<file path="config.mk">
export PLATFORM = sky130hd
export DESIGN_NAME = pattern_step_sequencer_unit
export DESIGN_NICKNAME = d
export VERILOG_FILES = /design/src/pss_pkg.sv /design/src/pss_ram.sv /design/src/pss_scan.sv /design/src/pattern_step_sequencer_unit.sv
export SDC_FILE = /design/constraint.sdc
export NUM_CORES = 2
export LEC_CHECK = 0
export BUFFER_PORTS_ARGS = -buffer_cell sky130_fd_sc_hd__buf_4
export CAP_MARGIN = 20
export CELL_PAD_IN_SITES_DETAIL_PLACEMENT = 1
export CELL_PAD_IN_SITES_GLOBAL_PLACEMENT = 1
export CORE_UTILIZATION = 58
export CTS_CLUSTER_DIAMETER = 120
export CTS_CLUSTER_SIZE = 28
export DETAILED_ROUTE_END_ITERATION = 12
export GPL_TIMING_DRIVEN = 0
export MAX_ROUTING_LAYER = met4
export PLACE_DENSITY_LB_ADDON = 0.12
export RECOVER_POWER = 100
export SLEW_MARGIN = 15
export SYNTH_ARGS = -nofsm -noshare
export SYNTH_HDL_FRONTEND = slang
export SYNTH_SLANG_ARGS = --single-unit
</file>
<file path="constraint.sdc">
create_clock -name clk -period 7.7 [get_ports clk]
set_clock_uncertainty 0.2 [all_clocks]
set_input_delay 0 -clock clk [delete_from_list [all_inputs] [get_ports clk]]
set_output_delay 0 -clock clk [all_outputs]
set_load 0.05 [all_outputs]
</file>
<file path="src/pss_pkg.sv">
// Shared constants, codes, handshake structs and helper functions for the
// pattern step sequencer. No dependencies.
package pss_pkg;

  // Sizing of the sequencer.
  localparam int NOTE_BITS  = 12;
  localparam int STEPS      = 16;
  localparam int PATTERNS   = 8;
  localparam int CHANNELS   = 4;
  localparam int DIVIDE_MAX = 16;
  localparam int REPEAT_MAX = 16;
  localparam int unsigned CV_PER_NOTE = 300;

  // Port widths fixed by the interface.
  localparam int CMD_W     = 2;
  localparam int WPAT_W    = 3;
  localparam int WSTEP_W   = 4;
  localparam int MASK_W    = 12;
  localparam int GATE_W    = 4;
  localparam int CV_W      = 12;
  localparam int CURSOR_W  = 4;
  localparam int CFG_W     = 5;
  localparam int CFG_IDX_W = 3;
  localparam int OUT_CH    = 4;

  // Derived internal widths.
  localparam int DEPTH     = PATTERNS * STEPS;
  localparam int ADDR_W    = $clog2(DEPTH);
  localparam int POS_W     = $clog2(STEPS + 1);
  localparam int TICK_W    = $clog2(DIVIDE_MAX + 1);
  localparam int REP_W     = $clog2(REPEAT_MAX);
  localparam int REP_CNT_W = REP_W + 1;
  localparam int CNT_W     = $clog2(NOTE_BITS + 1);
  localparam int NIDX_W    = $clog2(NOTE_BITS);
  localparam int RANK_W    = (REP_W > CNT_W) ? REP_W : CNT_W;

  localparam logic [GATE_W-1:0] ALL_GATES = GATE_W'((1 << CHANNELS) - 1);

  typedef enum logic [CMD_W-1:0] {
    CMD_TICK  = 2'd0,
    CMD_RESET = 2'd1,
    CMD_WRITE = 2'd2
  } cmd_t;

  typedef enum logic [1:0] {
    PLAY_ARPEGGIO   = 2'd0,
    PLAY_CHORD      = 2'd1,
    PLAY_PERCUSSION = 2'd2
  } mode_t;

  typedef enum logic [CFG_IDX_W-1:0] {
    CFG_PLAY_MODE      = 3'd0,
    CFG_CLOCK_DIVIDE   = 3'd1,
    CFG_PATTERN_SELECT = 3'd2,
    CFG_STEP_COUNT     = 3'd3,
    CFG_ARP_REPEATS    = 3'd4
  } cfg_idx_t;

  // Request to the note scan unit.
  typedef struct packed {
    logic                 start;
    logic [NOTE_BITS-1:0] word;
    logic [RANK_W-1:0]    rank;
    logic [CNT_W-1:0]     modulus;
  } scan_req_t;

  // Status of the note scan unit; fields are valid from done onward.
  typedef struct packed {
    logic                             done;
    logic [CNT_W-1:0]                 total;
    logic                             hit;
    logic [NIDX_W-1:0]                pick;
    logic [CHANNELS-1:0][NIDX_W-1:0]  chan;
  } scan_res_t;

  // DAC code of a note.
  function automatic logic [CV_W-1:0] cv_code(input logic [NIDX_W-1:0] note);
    return CV_W'(32'(note) * CV_PER_NOTE);
  endfunction

  // Effective clock divide, 1..DIVIDE_MAX.
  function automatic logic [TICK_W-1:0] div_len(input logic [CFG_W-1:0] v);
    if (v == '0) return TICK_W'(1);
    if (int'(v) > DIVIDE_MAX) return TICK_W'(DIVIDE_MAX);
    return TICK_W'(v);
  endfunction

  // Effective pattern length, 1..STEPS.
  function automatic logic [POS_W-1:0] step_len(input logic [CFG_W-1:0] v);
    if (v == '0) return POS_W'(1);
    if (int'(v) > STEPS) return POS_W'(STEPS);
    return POS_W'(v);
  endfunction

  // Effective arpeggio repeats, 1..REPEAT_MAX.
  function automatic logic [REP_CNT_W-1:0] rep_len(input logic [CFG_W-1:0] v);
    if (v == '0) return REP_CNT_W'(1);
    if (int'(v) > REPEAT_MAX) return REP_CNT_W'(REPEAT_MAX);
    return REP_CNT_W'(v);
  endfunction

endpackage

</file>
<file path="src/pss_ram.sv">
// Generic single-port-write, single-port-read RAM with registered read.
// No dependencies.
module pss_ram #(
  parameter int WIDTH = 8,
  parameter int DEPTH = 16
) (
  input  logic                     clk,
  input  logic                     we,
  input  logic [$clog2(DEPTH)-1:0] waddr,
  input  logic [WIDTH-1:0]         wdata,
  input  logic                     re,
  input  logic [$clog2(DEPTH)-1:0] raddr,
  output logic [WIDTH-1:0]         rdata
);

  logic [WIDTH-1:0] mem [DEPTH];

  // Write port and registered read port
  always_ff @(posedge clk) begin
    if (we) begin
      mem[waddr] <= wdata;
    end
    if (re) begin
      rdata <= mem[raddr];
    end
  end

endmodule

</file>
<file path="src/pss_scan.sv">
// Note scan unit: reduces a rank modulo a note count, then walks a note
// word one bit per cycle. Depends on pss_pkg.
module pss_scan (
  input  logic               clk,
  input  logic               rst,
  input  pss_pkg::scan_req_t req,
  output pss_pkg::scan_res_t res
);
  import pss_pkg::*;

  typedef enum logic [1:0] {
    P_IDLE,
    P_REDUCE,
    P_WALK
  } phase_t;

  phase_t                          phase;
  logic [NOTE_BITS-1:0]            word;
  logic [RANK_W-1:0]               rank;
  logic [CNT_W-1:0]                modulus;
  logic [NIDX_W-1:0]               bit_idx;
  logic [CNT_W-1:0]                seen;
  logic                            hit;
  logic [NIDX_W-1:0]               pick;
  logic [CHANNELS-1:0][NIDX_W-1:0] chan;
  logic                            done;

  // Sequence the reduce and walk phases
  always_ff @(posedge clk) begin
    if (rst) begin
      phase <= P_IDLE;
      done  <= 1'b0;
    end else begin
      done <= 1'b0;
      case (phase)
        P_IDLE: begin
          if (req.start) begin
            word    <= req.word;
            rank    <= req.rank;
            modulus <= req.modulus;
            bit_idx <= '0;
            seen    <= '0;
            hit     <= 1'b0;
            phase   <= P_REDUCE;
          end
        end
        P_REDUCE: begin
          // subtract the note count until the rank falls below it
          if (modulus != '0 && rank >= RANK_W'(modulus)) begin
            rank <= rank - RANK_W'(modulus);
          end else begin
            phase <= P_WALK;
          end
        end
        P_WALK: begin
          if (word[bit_idx]) begin
            if (RANK_W'(seen) == rank) begin
              hit  <= 1'b1;
              pick <= bit_idx;
            end
            for (int k = 0; k < CHANNELS; k++) begin
              if (int'(seen) == k) begin
                chan[k] <= bit_idx;
              end
            end
            seen <= seen + CNT_W'(1);
          end
          if (int'(bit_idx) == NOTE_BITS - 1) begin
            phase <= P_IDLE;
            done  <= 1'b1;
          end else begin
            bit_idx <= bit_idx + NIDX_W'(1);
          end
        end
        default: phase <= P_IDLE;
      endcase
    end
  end

  assign res.done  = done;
  assign res.total = seen;
  assign res.hit   = hit;
  assign res.pick  = pick;
  assign res.chan  = chan;

endmodule

</file>
<file path="src/pattern_step_sequencer_unit.sv">
// Pattern step sequencer top level: command decode, tick divider, play
// state, pattern RAM and result register. Depends on pss_pkg, pss_ram, pss_scan.
//
//  channel   direction  handshake                    payload
//  item      in         item_valid / item_ready      cmd, write_pattern, write_step, note_mask
//  result    out        result_valid / result_ready  gate_pulse, cv_one..cv_four, cursor
//  config    in         cfg_we (no wait)             cfg_index, cfg_data
//
// Reset, write and non-firing tick items are handled on acceptance. A fired
// drum step passes through accept, RAM read, load and output. Poly steps and
// arpeggio steps that move to a new pattern step add the note scan, which
// walks the 12 note bits one per cycle. Other arpeggio sub-steps scan the held
// list after up to 15 rank-reduction subtractions, or skip it when it is empty.
// Reset is synchronous and clears the play state, the held CVs and the
// per-entry valid bits of the pattern RAM at once. A stalled result holds in
// the output register while the next item is accepted; a second fired step
// waits in its output state until the register frees.
module pattern_step_sequencer_unit (
  input  logic                           clk,
  input  logic                           rst,
  input  logic                           item_valid,
  output logic                           item_ready,
  input  logic [pss_pkg::CMD_W-1:0]      cmd,
  input  logic [pss_pkg::WPAT_W-1:0]     write_pattern,
  input  logic [pss_pkg::WSTEP_W-1:0]    write_step,
  input  logic [pss_pkg::MASK_W-1:0]     note_mask,
  output logic                           result_valid,
  input  logic                           result_ready,
  output logic [pss_pkg::GATE_W-1:0]     gate_pulse,
  output logic [pss_pkg::CV_W-1:0]       cv_one,
  output logic [pss_pkg::CV_W-1:0]       cv_two,
  output logic [pss_pkg::CV_W-1:0]       cv_three,
  output logic [pss_pkg::CV_W-1:0]       cv_four,
  output logic [pss_pkg::CURSOR_W-1:0]   cursor,
  input  logic                           cfg_we,
  input  logic [pss_pkg::CFG_IDX_W-1:0]  cfg_index,
  input  logic [pss_pkg::CFG_W-1:0]      cfg_data
);
  import pss_pkg::*;

  typedef enum logic [2:0] {
    S_IDLE,
    S_READ,
    S_LOAD,
    S_SCAN,
    S_OUT
  } state_t;

  state_t                  state;
  logic [1:0]              play_mode;
  logic [CFG_W-1:0]        clock_divide;
  logic [2:0]              pattern_select;
  logic [CFG_W-1:0]        step_count;
  logic [CFG_W-1:0]        arp_repeats;

  logic [POS_W-1:0]        position;
  logic [TICK_W-1:0]       tick_count;
  logic [REP_W-1:0]        sub_position;
  logic [NOTE_BITS-1:0]    sub_word;
  logic [CNT_W-1:0]        sub_total;
  logic [CV_W-1:0]         cv_hold [OUT_CH];
  logic [GATE_W-1:0]       gates;
  logic                    rebuild;
  logic [DEPTH-1:0]        row_valid;
  logic                    rd_vld;

  logic                    accept;
  logic                    fire;
  logic                    wrap;
  logic [POS_W-1:0]        length;
  logic [REP_CNT_W-1:0]    repeats;
  logic [REP_CNT_W-1:0]    sub_inc;
  logic [POS_W:0]          pos_inc;
  logic [POS_W-1:0]        pos_adv;
  logic                    ram_we;
  logic                    ram_re;
  logic [ADDR_W-1:0]       waddr;
  logic [ADDR_W-1:0]       raddr;
  logic [NOTE_BITS-1:0]    rdata;
  logic [NOTE_BITS-1:0]    load_word;
  logic [GATE_W-1:0]       poly_gates;
  logic                    wr_in_range;
  scan_req_t               scan_req;
  scan_res_t               scan_res;

  // Decode the item and the effective register values
  assign item_ready = (state == S_IDLE);
  assign accept     = item_valid && item_ready;
  assign length     = step_len(step_count);
  assign repeats    = rep_len(arp_repeats);
  assign fire       = accept && (cmd == CMD_TICK) && (tick_count <= TICK_W'(1));
  assign sub_inc    = {1'b0, sub_position} + REP_CNT_W'(1);
  assign wrap       = (sub_inc >= repeats);
  assign pos_inc    = {1'b0, position} + (POS_W + 1)'(1);
  assign pos_adv    = (pos_inc >= {1'b0, length}) ? '0 : pos_inc[POS_W-1:0];
  assign load_word  = rd_vld ? rdata : '0;

  // Form RAM addresses: write from the item, read from the play position
  always_comb begin
    int pat_i;
    int pos_i;
    wr_in_range = (int'(write_pattern) < PATTERNS) && (int'(write_step) < STEPS);
    waddr = ADDR_W'(int'(write_pattern) * STEPS + int'(write_step));
    pat_i = (int'(pattern_select) >= PATTERNS) ? PATTERNS - 1 : int'(pattern_select);
    pos_i = (int'(position) >= STEPS) ? STEPS - 1 : int'(position);
    raddr = ADDR_W'(pat_i * STEPS + pos_i);
  end

  // Writes happen only on accept in idle, reads only in the read state
  assign ram_we = accept && (cmd == CMD_WRITE) && wr_in_range;
  assign ram_re = (state == S_READ);

  pss_ram #(
    .WIDTH (NOTE_BITS),
    .DEPTH (DEPTH)
  ) u_pattern_ram (
    .clk   (clk),
    .we    (ram_we),
    .waddr (waddr),
    .wdata (NOTE_BITS'(note_mask)),
    .re    (ram_re),
    .raddr (raddr),
    .rdata (rdata)
  );

  // Start a scan: held note list on a plain sub-step, fresh word after a load
  always_comb begin
    scan_req.start   = 1'b0;
    scan_req.word    = sub_word;
    scan_req.rank    = RANK_W'(sub_inc);
    scan_req.modulus = sub_total;
    if (state == S_LOAD) begin
      scan_req.start   = (play_mode != PLAY_PERCUSSION);
      scan_req.word    = load_word;
      scan_req.rank    = '0;
      scan_req.modulus = '0;
    end else if (fire && play_mode == PLAY_ARPEGGIO && !wrap && sub_total != '0) begin
      scan_req.start = 1'b1;
    end
  end

  pss_scan u_scan (
    .clk (clk),
    .rst (rst),
    .req (scan_req),
    .res (scan_res)
  );

  // Gate the first set notes onto the poly channels
  always_comb begin
    poly_gates = '0;
    for (int k = 0; k < CHANNELS; k++) begin
      poly_gates[k] = (int'(scan_res.total) > k);
    end
  end

  // Sequencer state, configuration, play state and result register
  always_ff @(posedge clk) begin
    if (rst) begin
      state          <= S_IDLE;
      play_mode      <= PLAY_ARPEGGIO;
      clock_divide   <= CFG_W'(1);
      pattern_select <= '0;
      step_count     <= CFG_W'(16);
      arp_repeats    <= CFG_W'(1);
      position       <= '0;
      tick_count     <= TICK_W'(1);
      sub_position   <= '0;
      sub_total      <= '0;
      row_valid      <= '0;
      result_valid   <= 1'b0;
      for (int c = 0; c < OUT_CH; c++) begin
        cv_hold[c] <= '0;
      end
    end else begin
      // take configuration writes
      if (cfg_we) begin
        case (cfg_index)
          CFG_PLAY_MODE:      play_mode      <= cfg_data[1:0];
          CFG_CLOCK_DIVIDE:   clock_divide   <= cfg_data;
          CFG_PATTERN_SELECT: pattern_select <= cfg_data[2:0];
          CFG_STEP_COUNT:     step_count     <= cfg_data;
          CFG_ARP_REPEATS:    arp_repeats    <= cfg_data;
          default: ;
        endcase
      end

      // drop the result once taken, unless the next one loads this cycle
      if (result_valid && result_ready && state != S_OUT) begin
        result_valid <= 1'b0;
      end

      if (ram_we) begin
        row_valid[waddr] <= 1'b1;
      end

      case (state)
        S_IDLE: begin
          if (accept) begin
            case (cmd)
              CMD_RESET: begin
                position   <= length;
                tick_count <= TICK_W'(1);
              end
              CMD_TICK: begin
                if (!fire) begin
                  tick_count <= tick_count - TICK_W'(1);
                end else begin
                  tick_count <= div_len(clock_divide);
                  case (play_mode)
                    PLAY_ARPEGGIO: begin
                      if (wrap) begin
                        sub_position <= '0;
                        position     <= pos_adv;
                        rebuild      <= 1'b1;
                        state        <= S_READ;
                      end else begin
                        sub_position <= sub_inc[REP_W-1:0];
                        rebuild      <= 1'b0;
                        if (sub_total == '0) begin
                          gates <= '0;
                          state <= S_OUT;
                        end else begin
                          state <= S_SCAN;
                        end
                      end
                    end
                    PLAY_CHORD, PLAY_PERCUSSION: begin
                      // leave the arpeggio note list alone
                      position <= pos_adv;
                      rebuild  <= 1'b0;
                      state    <= S_READ;
                    end
                    default: ;
                  endcase
                end
              end
              default: ;
            endcase
          end
        end
        S_READ: begin
          rd_vld <= row_valid[raddr];
          state  <= S_LOAD;
        end
        S_LOAD: begin
          if (play_mode == PLAY_PERCUSSION) begin
            gates <= GATE_W'(load_word[CHANNELS-1:0]);
            state <= S_OUT;
          end else begin
            if (rebuild) begin
              sub_word <= load_word;
            end
            state <= S_SCAN;
          end
        end
        S_SCAN: begin
          if (scan_res.done) begin
            if (play_mode == PLAY_ARPEGGIO) begin
              sub_total <= scan_res.total;
              if (scan_res.total != '0) begin
                for (int c = 0; c < CHANNELS; c++) begin
                  cv_hold[c] <= cv_code(scan_res.pick);
                end
                gates <= ALL_GATES;
              end else begin
                gates <= '0;
              end
            end else begin
              for (int c = 0; c < CHANNELS; c++) begin
                if (int'(scan_res.total) > c) begin
                  cv_hold[c] <= cv_code(scan_res.chan[c]);
                end
              end
              gates <= poly_gates;
            end
            state <= S_OUT;
          end
        end
        S_OUT: begin
          // hold until the output register is free
          if (!result_valid || result_ready) begin
            result_valid <= 1'b1;
            gate_pulse   <= gates;
            cv_one       <= cv_hold[0];
            cv_two       <= cv_hold[1];
            cv_three     <= cv_hold[2];
            cv_four      <= cv_hold[3];
            cursor       <= CURSOR_W'(position);
            state        <= S_IDLE;
          end
        end
        default: state <= S_IDLE;
      endcase
    end
  end

  // The RAM never sees a write and a read in the same cycle
  a_ram_single_access: assert property (@(posedge clk) disable iff (rst)
    !(ram_we && ram_re))
    else $error("pattern RAM written and read in one cycle");

  // Scan completions arrive only while the sequencer waits for them
  a_scan_done_in_scan: assert property (@(posedge clk) disable iff (rst)
    scan_res.done |-> (state == S_SCAN))
    else $error("scan finished outside the scan state");

  // An arpeggio scan finds its note exactly when the list is non-empty
  a_arp_pick: assert property (@(posedge clk) disable iff (rst)
    (state == S_SCAN && scan_res.done && play_mode == PLAY_ARPEGGIO)
      |-> (scan_res.hit == (scan_res.total != '0)))
    else $error("arpeggio note not found in non-empty list");

  // The sub-step stays below the repeat count while a step is in work
  a_sub_position: assert property (@(posedge clk) disable iff (rst)
    (state != S_IDLE && play_mode == PLAY_ARPEGGIO) |-> ({1'b0, sub_position} < repeats))
    else $error("sub-step position beyond repeat count");

  // The held note count never exceeds the note word width
  a_sub_total: assert property (@(posedge clk) disable iff (rst)
    int'(sub_total) <= NOTE_BITS)
    else $error("note count out of range");

endmodule

</file>
After elaboration in Yosys (flattened, before gate mapping). Memory sizes are Yosys's and may differ from the RTL's. A register that Yosys moved wholly into a read port is not among the register bits. Cells that the tools add are included.

Memories: 2. Word-level logic and storage cells: 307. RAM bits: 1576. Input port bits: 34. Register bits after elaboration: 295. Output and inout port bits: 58.

Magnitude comparators: 16. Multiply operators: 5. Equality and inequality tests: 40. Add/subtract/negate cells: 8. Bitwise operators: 12. Reductions and logical operators: 59. Muxes and demuxes: 131.

Memory list: u_pattern_ram.mem (words 128, bits a word 12, rd ports 1, clocked after memory_dff 1, wr ports 1, RTL line pss_ram.sv:16) `logic [WIDTH-1:0] mem [DEPTH];`; cv_hold (words 4, bits a word 10, rd ports 4, clocked after memory_dff 4, wr ports 4, RTL line pattern_step_sequencer_unit.sv:61) `logic [CV_W-1:0] cv_hold [OUT_CH];`.

Operator list (number): $or A128 B128 Y128 (1); $mux W5 (17); $mux W10 (8); $mux W4 (16); $mux W1 (63); $mul A4 B7 Y10 const B (5); $reduce_and A4 Y1 (9); $pmux W5 S2 (3); $mux W3 (8); $pmux W4 S2 (3); $mux W20 (1); $ne A2 B1 Y1 const B (10); $reduce_and A6 Y1 (3); $lt A7 B8 Y1 const B (2); $gt A5 B5 Y1 const B (3); $logic_not A5 Y1 (3); $pmux W3 S5 (1); $reduce_and A3 Y1 (5); $ne A2 B2 Y1 const B (7); $eq A3 B2 Y1 const B (4); $mux W12 (1); $pmux W4 S3 (1); $reduce_and A2 Y1 (6); $reduce_bool A4 Y1 (3); 46 further kinds (88).

Longest topological paths before layout.
Depth after elaboration: 19. Depth in mapped cells: 12. Mapped depth without buffers: 11.

Cells and area by module. From an unflattened synthesis, not the netlist that was laid out.

Cell total of the unflattened synthesis: 3908. Area, all modules: 74984.4 µm².

Modules (own cells, without submodules): pss_ram (cells each 2355, sequential area each 46484.6 µm², times used 1, area an instance 59203.0 µm²); pattern_step_sequencer_unit (cells each 1399, sequential area each 6586.3 µm², times used 1, area an instance 13501.7 µm²); pss_scan (cells each 154, sequential area each 1531.5 µm², times used 1, area an instance 2279.7 µm²).

Worst setup path before layout. Ideal clock, no wire load.

Path type: reg2reg. Start: register state[0]. End: register cursor[0] (netlist name) (enable). Cell stages (with the launch flop): 5. Period minus slack after synthesis: 5.051 ns. Arrival time: 4.328 ns. Setup slack: 2.649 ns. Cells stage by stage: dfxtp_1 > clkbuf_1 > nor2_1 > nand2_1 > nor3b_1.

Word-level cells in the longest chain between the ends: 2.

Ends and longest elaborated chain: from (decl) (RTL line pattern_step_sequencer_unit.sv:49) `state_t state;`; from (signal assigned) (RTL line pattern_step_sequencer_unit.sv:160) `state <= S_IDLE;`; from (signal assigned) (RTL line pattern_step_sequencer_unit.sv:216) `state <= S_READ;`; from (signal assigned) (RTL line pattern_step_sequencer_unit.sv:222) `state <= S_OUT;`; $eq A3 B3 Y1 (RTL line pattern_step_sequencer_unit.sv:197) `case (state)`; $reduce_and A3 Y1 (no source line); to (signal assigned) (RTL line pattern_step_sequencer_unit.sv:289) `cursor <= CURSOR_W'(position);`; to (decl) (RTL line pattern_step_sequencer_unit.sv:34) `output logic [pss_pkg::CURSOR_W-1:0] cursor,`.

No other way between the ends. A chain may end at the register's enable or synchronous reset.

Worst setup path in the final report.
Start: input port note_mask[4] (netlist name). End: memory u_pattern_ram.mem[65][4] (netlist name), data pin.

RTL lines: from (decl) (RTL line pattern_step_sequencer_unit.sv:26) `input logic [pss_pkg::MASK_W-1:0] note_mask,`; to (decl) (RTL line pss_ram.sv:16).

No word-level cell before the write port.

==> metrics.csv <==
metric;value;unit
setup TNS;0;ns
layout cells sized above 1;8.01;%
clk slew on worst S/H paths;0.12;ns
number of flops mapped to enable cells by yosys;1702;
die width;365;um
ANT nets after route;0;
GP Congestion;1.05;
fin area;0.0821;mm2
Sinks on Clock Net;1875;
vias;49900;
post-synthesis cell count;5056;
Critical Path Source Type;primary input;
Reg area;0.0546;mm2
CTS root buf;clkbuf_16;
placed cell areas;0.0805;mm2
Max Freq;0.152;GHz
Remaining DRCs;0;
top post-synthesis cells by area;edfxtp_1 67%, mux2i_1 5.6%, dfxtp_1 4.5%;
most frequent cells in the layout;1702 x edfxtp_1, 644 x nor2_1, 425 x mux2i_1, 402 x clkbuf_1, 235 x o22ai_1;
# nets final;5510;
Synth Register Bits;1875;
violated checks;capacitance limit, slew limit;
max cap viols;29;
clock network power share;27.7;%
syn_area_per_cell;15.1;um2
status;complete, but fails checks;
Gate power share;10.5;%
Synth async-reset ratio;0;%
worst slew pin tran;7.12;ns
worst skew pair latency;0.75;ns
vias per inst;6.98;
Hold WC Path Type;primary input to flop;
post-route minimum period;6.60;ns
postcts setup bufs;0;
FP Rows;132;
Final setup viols;0;
clock tree buffer depth;3;
final-layout fill cell count;12000;
Yosys warning total;0;
leading area contributor after synthesis;edfxtp_1;
Synth top area share;66.9;%
pwr dens;220;mW/mm2
register area share after synthesis;71.4;%
Lkg Pwr;25.4;nW
router iterations before antenna repair;7;
Routed Wire Length;271000;um
synthesis-to-finish area growth;7.41;%
Crit. End Element;flop;
top_reg_cell synth;edfxtp_1;
Max IR drop VDD;0.207;mV
Overflow after GRT;0;
Int Power;13.5;mW
DR WL/cell;37.9;um
Initial Utilization;58.7;%
CTS H-tree depth;3;
switching pwr;4.53;mW
Final HPWL DP;192000;um
RSZ-0062 raised after global routing;no;
vias in the first global route;50100;
drt initial violations;7440;
Slew HR;-375;%
Arr. time, crit path;6.26;ns
largest net degree at the start of global routing;129;
Worst EP required;7.36;ns
I/O Buffers;83;
CP max FO;77;
sw frac;25.1;%
ratio of final minimum period to clock period;85.7;%
Die ar.;0.133;mm2
Flop pwr share;61.7;%
area used by multi-input combinational logic;0.0203;mm2
I/O pin count;92;
Die H;365;um
Cell Area, Synth;0.0764;mm2
TritonCTS buffer count;76;
CTS tree;yes;
Final Max Slew Viols;1632;
Fin. Hold Viols;0;
Netlist cell types;68;
first-pass GRT wire length;373000;um
CP Class;primary input to flop;
total core area;0.130;mm2
initial antenna violation count;16;
Core Util, Final;63.1;%
most common cell after layout, fill and taps aside;edfxtp_1;
GR Util All Layers;41.6;%
## power groups by stage
stage	clock network (mW)	registers [mW]	logic, mW
floorplan	0	11.3	0.800
global placement	0	11.3	1.72
detailed placement	0	11.3	1.80
CTS	4.96	11.1	1.83
global route	5.21	11.1	1.87
finish	5.00	11.1	1.90
## final timing paths
path,end,slack (ns),startpoint,depth (start not counted)
max,u_pattern_ram.mem[65][4]$_DFFE_PP_,1.10,note_mask[4],3
max reg2reg,u_pattern_ram.rdata[8]$_DFFE_PN_,1.35,position[1]$_SDFFE_PP0P_,9
min,play_mode[1]$_SDFFE_PP0P_,0.04,cfg_index[1],5
min reg2reg,cv_three[6]$_DFFE_PP_,0.23,cv_hold[2][4]$_DFFE_PP_,0
## state kept, by name (all words and copies together) (netlist names), 5 cells and up
signal               cells
clock_divide             5
tick_count               5
row_valid              128
u_scan.res              16
position                 5
cv_three                10
u_pattern_ram.rdata     12
u_pattern_ram.mem     1536
cv_two                  10
cv_four                 10
sub_word                12
cv_one                  10
u_scan.word             12
cv_hold                 40
arp_repeats              5
step_count               5
## area by class of cell
type / instances / area share, %
Inverter: 60 / 0.274
Multi-Input combinational cell: 2794 / 24.7
Tap cell: 1742 / 2.66
Timing Repair Buffer: 233 / 1.64
Clock buffer: 92 / 2.49
Antenna cell: 14 / 0.0427
Clock inverter: 3 / 0.0594
Buffer: 335 / 1.65
Sequential cell: 1875 / 66.5
## cells in the mapped netlist (all sizes together) (17+ instances only)
cell type / n
a21oi: 184
a22o: 20
a22oi: 56
and2: 17
buf: 100
clkbuf: 235
dfxtp: 173
edfxtp: 1702
ha: 95
inv: 60
mux2: 226
mux2i: 425
nand2: 62
nand3: 20
nor2: 645
nor3: 32
o21a: 201
o21ai: 45
o221ai: 192
o22ai: 235
o32ai: 102
xnor2: 31
## critical path: stages
cell and delay, ns:
dlygate4sd3_1 0.53, clkbuf_1 2.20, clkbuf_1 3.33
## routing by layer
metal  up-vias  part of all wire, %  track usage (%)
met1     25400                   35             50.1
met3       788                   11             9.53
met4         0                  7.7             26.3
li1      20200                    -                -
met5         -                    0                -
met2      3466                   46             63.9
## repair_timing
action                     CTS  global route
hold buffers                47             0
resized for setup            0             0
hold endpoints to repair  1730             0
## cells by family (layout without fill, tap and decap cells)
group / after synthesis / after routing / share of synthesized area (%)
compound gates: 1094 / 1094 / 10.2
xor+xnor: 44 / 44 / 0.504
fa+ha+maj: 101 / 101 / 1.71
mux: 654 / 654 / 8.98
flops: 1875 / 1875 / 71.4
other cells: 1 / 23 / 0.00491
buf+inv: 395 / 723 / 2.05
simple gates: 892 / 892 / 5.16
## per-stage QoR
| stage | setup slack [ns] | total power, mW | hold WS, ns | instances |
|---|---|---|---|---|
| 3_5_place_dp | 2.06 | 13.1 | 0.0710 | 6974 |
| 6_report | 1.10 | 18.0 | 0.0437 | 7148 |
| 5_1_grt | 1.13 | 18.2 | 0.0835 | 7144 |
| 4_1_cts | 2.03 | 17.9 | 0.0128 | 7116 |
| 2_1_floorplan | 2.65 | 12.1 | -0.101 | 5064 |
| 3_3_place_gp | 1.26 | 13.1 | 0.0629 | 6889 |
Note: power is estimated with default switching activity, not from simulation.
